**config.mk**
```make
export PLATFORM = sky130hd
export DESIGN_NAME = pgm_div
export DESIGN_NICKNAME = d
export VERILOG_FILES = /design/src/pgm_pkg.sv /design/src/pgm_div.sv
export SDC_FILE = /design/constraint.sdc
export NUM_CORES = 1
export LEC_CHECK = 0
export BUFFER_PORTS_ARGS = -buffer_cell sky130_fd_sc_hd__buf_2
export CAP_MARGIN = 20
export CORE_UTILIZATION = 46
export DETAILED_ROUTE_END_ITERATION = 10
export HOLD_SLACK_MARGIN = 0.08
export SYNTH_ARGS = -nofsm -noshare
export SYNTH_HDL_FRONTEND = slang
export SYNTH_SLANG_ARGS = --single-unit
```
**constraint.sdc**
```tcl
create_clock -name clk -period 2.72 [get_ports clk]
set_input_delay 0.544 -clock clk [delete_from_list [all_inputs] [get_ports clk]]
set_output_delay 0.544 -clock clk [all_outputs]
set_load 0.005 [all_outputs]
```
**src/pgm_pkg.sv**
```systemverilog
package pgm_pkg;

	localparam int GRID_MAX  = 1024;
	localparam int FRAC_BITS = 16;
	localparam int SIZE_W    = 24;
	localparam int GRID_W    = 11;
	localparam int POS_W     = 25;
	localparam int UV_W      = 17;
	localparam int IDX_W     = 21;
	localparam int DIV_STEPS = SIZE_W;
	localparam int NUM_W     = SIZE_W + GRID_W;
	localparam int CFG_IDX_W = 3;

	typedef enum logic [CFG_IDX_W-1:0] {
		REG_PLANE_WIDTH  = 3'd0,
		REG_PLANE_HEIGHT = 3'd1,
		REG_GRID_COLS    = 3'd2,
		REG_GRID_ROWS    = 3'd3,
		REG_PLANE_DIR    = 3'd4,
		REG_UV_ENABLE    = 3'd5,
		REG_NORMAL_EN    = 3'd6
	} reg_idx_t;

	typedef enum logic [1:0] {
		AXIS_NONE = 2'd0,
		AXIS_X    = 2'd1,
		AXIS_Y    = 2'd2,
		AXIS_Z    = 2'd3
	} axis_t;

	localparam logic [1:0] DIR_X = 2'd0;
	localparam logic [1:0] DIR_Y = 2'd1;
	localparam logic [1:0] DIR_Z = 2'd2;

	typedef struct packed {
		logic             quad_valid;
		logic [IDX_W-1:0] corner_a;
	} side_t;

	function automatic logic [GRID_W-1:0] clamp_grid(input logic [GRID_W-1:0] n);
		logic [GRID_W-1:0] r;
		r = n;
		if (n == '0)
			r = GRID_W'(1);
		else if (n > GRID_W'(GRID_MAX))
			r = GRID_W'(GRID_MAX);
		return r;
	endfunction

endpackage

```
**src/pgm_div.sv**
```systemverilog
module pgm_div (
	input  logic                             clk,
	input  logic                             en,
	input  logic [pgm_pkg::NUM_W-1:0]        num,
	input  logic [pgm_pkg::GRID_W-1:0]       den,
	output logic [pgm_pkg::DIV_STEPS-1:0]    quo
);

	localparam int S = pgm_pkg::DIV_STEPS;
	localparam int G = pgm_pkg::GRID_W;

	logic [G-1:0] rem_s [S];
	logic [S-1:0] low_s [S];
	logic [S-1:0] quo_s [S];
	logic [G-1:0] den_s [S];

	logic [G-1:0] rem_n [S];
	logic [S-1:0] low_n [S];
	logic [S-1:0] quo_n [S];
	logic [G-1:0] den_n [S];

	// Each stage retires one quotient bit with a narrow compare and subtract.
	// The dividend is below den * 2^S, so its top bits start the remainder.
	always_comb begin
		logic [G-1:0] r_in;
		logic [S-1:0] l_in;
		logic [S-1:0] q_in;
		logic [G-1:0] d_in;
		logic [G:0]   t;
		logic         ge;
		for (int k = 0; k < S; k++) begin
			if (k == 0) begin
				r_in = num[pgm_pkg::NUM_W-1:S];
				l_in = num[S-1:0];
				q_in = '0;
				d_in = den;
			end else begin
				r_in = rem_s[k-1];
				l_in = low_s[k-1];
				q_in = quo_s[k-1];
				d_in = den_s[k-1];
			end
			t  = {r_in, l_in[S-1]};
			ge = (t >= {1'b0, d_in});
			rem_n[k] = ge ? G'(t - {1'b0, d_in}) : t[G-1:0];
			low_n[k] = {l_in[S-2:0], 1'b0};
			quo_n[k] = {q_in[S-2:0], ge};
			den_n[k] = d_in;
		end
	end

	always_ff @(posedge clk) begin
		if (en) begin
			for (int k = 0; k < S; k++) begin
				rem_s[k] <= rem_n[k];
				low_s[k] <= low_n[k];
				quo_s[k] <= quo_n[k];
				den_s[k] <= den_n[k];
			end
		end
	end

	assign quo = quo_s[S-1];

endmodule

```
==> flow_metrics.env, run 1 <==
export IMPL_path_clk_slew_ns=0.06
export IMPL_path_buf_inv=1
export IMPL_core_area_um2=107200
export IMPL_hold_viol_final=0
export IMPL_max_freq_ghz=0.3871
export IMPL_clk_latency_ns=0.71
export IMPL_antenna_found_initial=0
export IMPL_tightestPinTransition_ns=0.7128
export IMPL_setup_slack_ns=0.1366
export IMPL_synthTopCellsByArea="edfxtp_1 (65%), ha_1 (6.6%), mux2_2 (4.1%)"
export IMPL_whs_ns=0.1686
export IMPL_seq_area_frac_synth_pct=65.31
export IMPL_synth_commonest_cells="edfxtp_1 (1082), inv_1 (369), ha_1 (264), nor2_1 (233), mux2_2 (183)"
export IMPL_synth_top_area_share_pct=65.31
export IMPL_antenna_cells=0
export IMPL_synth_most_common_cell="edfxtp_1"
export IMPL_grt_max_degree=128
export IMPL_critPathMaxStageDelay_ns=0.42
export IMPL_final_area_um2=56730
export IMPL_synthFlopType="edfxtp_1"
export IMPL_nets=4083
export IMPL_wl_um=84600
export IMPL_drt_wirelength_per_cell_um=16.11
export IMPL_cp_max_fo=12
export IMPL_cts_max_path_buffers=3
export IMPL_path_class="flip-flop to flip-flop"
export IMPL_fin_crit_sh_pct=94.98
export IMPL_grt_total_usage_pct=15.59
export IMPL_drive_gt1_share_pct=15.10
export IMPL_max_vdd_ir_drop_v=0.0006597
export IMPL_drt_first_pass_iters=7
export IMPL_dieArea_um2=109500
export IMPL_power_leakage_uw=0.02153
export IMPL_syn_area_um2=49750
export IMPL_synth_edf_count=1082
export IMPL_cp_start_kind="flip-flop"
export IMPL_clock_sinks=1082
export IMPL_fp_dieW_um=330.9
export IMPL_skew_ns=0.02794
export IMPL_drtIter0Drc=1633
export IMPL_end_kind="flip-flop"
export IMPL_status="finished clean"
export IMPL_cp_data_arrival_time_ns=3.03
export IMPL_ys_ff_latch=1082
export IMPL_async_flop_share_pct=0
export IMPL_tritoncts="done"
export IMPL_cp_slowest_cell="edfxtp_1"
export IMPL_relSlewSlack_pct=52.48
export IMPL_finalSetupViolations=0
export IMPL_die_h_um=330.9
export IMPL_cts_buffers=115
export IMPL_fin_setup_tns_ns=0
export IMPL_postSynthCellCount=3472
export IMPL_start_util_pct=46.41
export IMPL_hold_path_class="input port to flip-flop"
export IMPL_yosysTopAreaCell="edfxtp_1"
export IMPL_avgViaCountPerCell=5.208
export IMPL_period_minus_slack_ns=2.583
export IMPL_cpLargestDelayFamily="adder cells"
export IMPL_dp_hpwl_um=59130
export IMPL_grt_pass1_vias=26942
export IMPL_gp_congestion=0.8520
export IMPL_port_buffers=71
export IMPL_worstPathCellList="ha_1 -> fa_1 -> nand2b_1 -> a21oi_1 -> o21ai_0 -> nand3_1 -> buf_12 -> mux2_2"
export IMPL_area_delta_synth_final_pct=14.04
export IMPL_io_pins=72
export IMPL_num_rows=120
export IMPL_drv_cap=0
export IMPL_ant_nets=0
export IMPL_drc=0
export IMPL_power_per_cell_area_nw_per_um2=1062
export IMPL_pre_cts_ws_ns=0.05901
export IMPL_grt_overflow=0
export IMPL_synth_cell_types=58
export IMPL_h_tree_depth=3
export IMPL_vias=27346
export IMPL_ys_warn_count=0
export IMPL_postPlaceCellArea_um2=52510
export IMPL_post_cts_buffers=0
export IMPL_maxSlewViolCount=0
export IMPL_cts_root_buf="clkbuf_16"
export IMPL_syn_area_per_cell_um2=14.33
export IMPL_synth_nets=3807
export IMPL_grt_pass1_wl_um=137600
export IMPL_required_ns=3.17
registers in the layout (all words and copies together) (netlist names):
signal,cells
quo_s,300
low_s,276
den_s,253
rem_s,253
power by group:
part,leakage [uW],total [uW],switching [uW],internal [uW]
clock network,0.00187,15800,6390,9400
logic,0.00910,20600,10300,10300
registers,0.0106,23900,1480,22400
area by class of cell:
class / count / area [um^2]
tap: 1403 / 1755
clock inverter: 79 / 904.6
inverter: 369 / 1385
fill: 8914 / 50470
clock buffer: 138 / 2964
timing repair buffer: 195 / 1673
sequential: 1082 / 32490
multi-input combinational: 1985 / 15560
timing repair:
action,CTS,global route
resized for setup,0,3
setup endpoints to repair,0,7
hold buffers,34,0
hold endpoints to repair,34,0
cell families after synthesis:
family          share of synthesized area, %
simple gates                           7.178
mux                                    5.918
fa+ha+maj                              7.565
compound gates                         8.614
buf+inv                                3.425
xor+xnor                               1.989
flops                                  65.31
routing by layer:
metal  global-route usage, %  up-vias  wire length [um]
li1                        -    13731                 -
met1                   20.98    13056             39520
met2                   25.41      398             39760
met3                   2.485      161              2883
met4                   5.941        0              2436
met5                       0        -                 0
stage by stage:
stage | utilization [%] | total power [uW] | instances
detailed placement | 48.99 | 44670 | 5000
global placement | 48.99 | 44380 | 5000
floorplan | - | 39830 | 3472
global route | 52.92 | 64120 | 5251
CTS | 52.91 | 60940 | 5251
finish | 52.92 | 60280 | 5251
path summary, 6_finish.rpt:
check             cells past startpoint             to           from  slack (ns)
setup / recovery                      8   rem_s[0][54]   den_s[0][33]        0.14
hold / removal                        2    rem_s[0][4]        num[27]        0.17
setup reg to reg                      8   rem_s[0][54]   den_s[0][33]        0.14
hold reg to reg                       0  low_s[1][128]  low_s[1][104]        0.39
placed cells by master, fill, tap and decap left out, types with 25 or more instances in the layout:
cell type      instances
clkbuf_16            115
a21oi_1              115
edfxtp_1            1082
o21a_1               129
o21ai_0               97
nor2b_1               50
nand3_1               61
mux2_2               183
xnor2_1              102
inv_1                369
clkinv_1              25
dlygate4sd3_1         34
buf_4                 66
buf_2                 70
nand2b_1              59
nand2_1               61
ha_1                 264
and4_1                38
nand4_1               27
a211oi_1              59
nor2_1               233
o211ai_1              27
mux2i_1               65
nor3_1                84
(Power assumes the default switching activity.)
==> run 2, diff against run 1 <==
- CORE_ASPECT_RATIO: unset -> 1.4
- CTS_BUF_LIST: unset -> sky130_fd_sc_hd__clkbuf_4 sky130_fd_sc_hd__clkbuf_8
- GPL_TIMING_DRIVEN: unset -> 1
==> flow_metrics.env, run 2 (synthesized netlist as in run 1, its figures left out) <==
export IMPL_min_delay_path_depth=4
export IMPL_period_minus_slack_ns=2.603
export IMPL_finalSetupViolations=0
export IMPL_fin_crit_sh_pct=95.71
export IMPL_final_cell_mix="edfxtp_1 (1082), inv_1 (369), ha_1 (264)"
export IMPL_fp_dieW_um=279.9
export IMPL_cp_start_kind="flip-flop"
export IMPL_combinationalPowerShare_pct=35.6
export IMPL_drv_cap=0
export IMPL_cts_root_buf="clkbuf_8"
export IMPL_clock_sinks=1082
export IMPL_cts_resized=0
export IMPL_rr_endpoint="rem_s[0][75]"
export IMPL_max_freq_ghz=0.3841
export IMPL_drtIter0Drc=1283
export IMPL_clk_latency_ns=0.85
export IMPL_grt_total_usage_pct=16.32
export IMPL_required_ns=3.30
export IMPL_gp_congestion=0.8587
export IMPL_end_kind="flip-flop"
export IMPL_ff2ff_setup_slack_ns=0.12
export IMPL_grt_max_degree=114
export IMPL_tightestPinTransition_ns=0.6281
export IMPL_ant_nets=0
export IMPL_grt_pass1_wl_um=141700
export IMPL_dp_hpwl_um=62180
export IMPL_clockPowerShare_pct=23.3
export IMPL_antenna_found_initial=2
export IMPL_die_h_um=391.1
export IMPL_fin_setup_tns_ns=0
export IMPL_maxSlewViolCount=0
export IMPL_io_pins=72
export IMPL_min_to="quo_s[0][0]"
export IMPL_dieArea_um2=109500
export IMPL_swShare_pct=31.30
export IMPL_drc=0
export IMPL_relSlewSlack_pct=58.12
export IMPL_grt_pass1_vias=28570
export IMPL_reg2regPathDepth=8
export IMPL_core_area_um2=107100
export IMPL_power_per_cell_area_nw_per_um2=1034
export IMPL_hp_start="num[34]"
export IMPL_max_vdd_ir_drop_v=0.0004934
export IMPL_intPower_uw=40000
export IMPL_seqPwrFrac_pct=41.1
export IMPL_hold_viol_final=0
export IMPL_cts_buffers=168
export IMPL_layout_commonest_cell="edfxtp_1"
export IMPL_hold_path_class="input port to flip-flop"
export IMPL_start_util_pct=46.44
export IMPL_power_leakage_uw=0.02141
export IMPL_wl_um=88120
export IMPL_post_place_cells=5026
export IMPL_final_cells=5373
export IMPL_status="finished clean"
export IMPL_path_class="flip-flop to flip-flop"
export IMPL_cp_data_arrival_time_ns=3.18
export IMPL_largest_register_ffs=300
export IMPL_fillCellCount=9001
export IMPL_cp_max_fo=8
export IMPL_area_delta_synth_final_pct=13.18
export IMPL_num_rows=142
export IMPL_tritoncts="done"
export IMPL_regMostFlops="quo_s"
export IMPL_path_clk_slew_ns=0.06
export IMPL_p_switching_uw=18220
export IMPL_avgViaCountPerCell=5.179
export IMPL_port_buffers=71
export IMPL_post_cts_buffers=0
export IMPL_p_total_uw=58220
export IMPL_cts_max_path_buffers=3
export IMPL_drt_wirelength_per_cell_um=16.40
export IMPL_rsz0062_at_grt="false"
export IMPL_largestRegisters="quo_s x300, low_s x276"
export IMPL_h_tree_depth=4
export IMPL_vias=27825
export IMPL_grt_overflow=0
export IMPL_nets=4137
export IMPL_drt_first_pass_iters=5
export IMPL_drive_gt1_share_pct=16.61
export IMPL_reg2reg_from="den_s[0][55]"
export IMPL_skew_ns=0.04099
run 2: cell count changes in the layout (fill, tap and decap cells not counted), sizes merged:
cell / before / now
inv: 373 / 378
dlygate4sd3: 34 / 46
diode: 0 / 2
bufinv: 17 / 10
clkinvlp: 6 / 2
clkinv: 52 / 76
buf: 161 / 150
clkbuf: 138 / 202
run 2: per-stage QoR:
stage	hold slack [ns]	setup WS [ns]	instance area [um^2]	utilization, %
5_1_grt	0.1576	0.008523	56310	52.56
6_report	0.2440	0.1168	56310	52.56
3_3_place_gp	0.4004	-0.002952	52490	48.99
2_1_floorplan	0.4003	0.2452	49750	-
4_1_cts	0.1153	0.1058	56300	52.55
3_5_place_dp	0.4045	0.01924	52490	48.99
run 2: cell type report:
cell class | count | area, um^2 | area share (%)
antenna | 2 | 5.005 | 0.008889
clock buffer | 202 | 2567 | 4.560
clock inverter | 97 | 782.0 | 1.389
inverter | 369 | 1385 | 2.460
multi-input combinational | 1985 | 15550 | 27.62
sequential | 1082 | 32490 | 57.71
tap | 1440 | 1802 | 3.200
timing repair buffer | 196 | 1719 | 3.053
run 2: critical path, stage by stage (launching register included):
cell and delay, ns:
edfxtp_1 0.45, ha_1 0.27, fa_1 0.43, nand2b_1 0.20
a21oi_1 0.17, o21ai_0 0.14, nand3_1 0.11, buf_4 0.20
mux2_2 0.37
run 2: metal layers:
| layer | GRT usage (%) | share of wire [%] |
|---|---|---|
| met4 | 7.283 | 3.5 |
| met1 | 16.66 | 38 |
| met3 | 3.336 | 3.4 |
| met2 | 31.50 | 55 |
| met5 | 0 | 0 |
run 2: power by group through the flow:
stage | Combinational, uW | Clock [uW] | Sequential (uW)
3_5_place_dp | 20600 | 0 | 24300
5_1_grt | 23000 | 14800 | 24200
2_1_floorplan | 16400 | 0 | 23500
3_3_place_gp | 20300 | 0 | 24300
6_report | 20700 | 13600 | 23900
4_1_cts | 20800 | 14200 | 24000
run 2: repair_timing:
item	4_1_cts	5_1_grt
endpoints found under the hold margin	50	0
setup endpoints to repair	0	0
hold buffers	46	0
run 2: how the worst max path moves through the flow:
stage / from / to / slack (ns)
CTS: den_s[1][55] / rem_s[1][76] / 0.11
global placement: num[23] / rem_s[0][8] / -0.003
finish: den_s[0][55] / rem_s[0][75] / 0.12
global route: den_s[2][22] / rem_s[2][41] / 0.009
floorplan: num[23] / rem_s[0][4] / 0.25
detailed placement: num[23] / rem_s[0][4] / 0.02
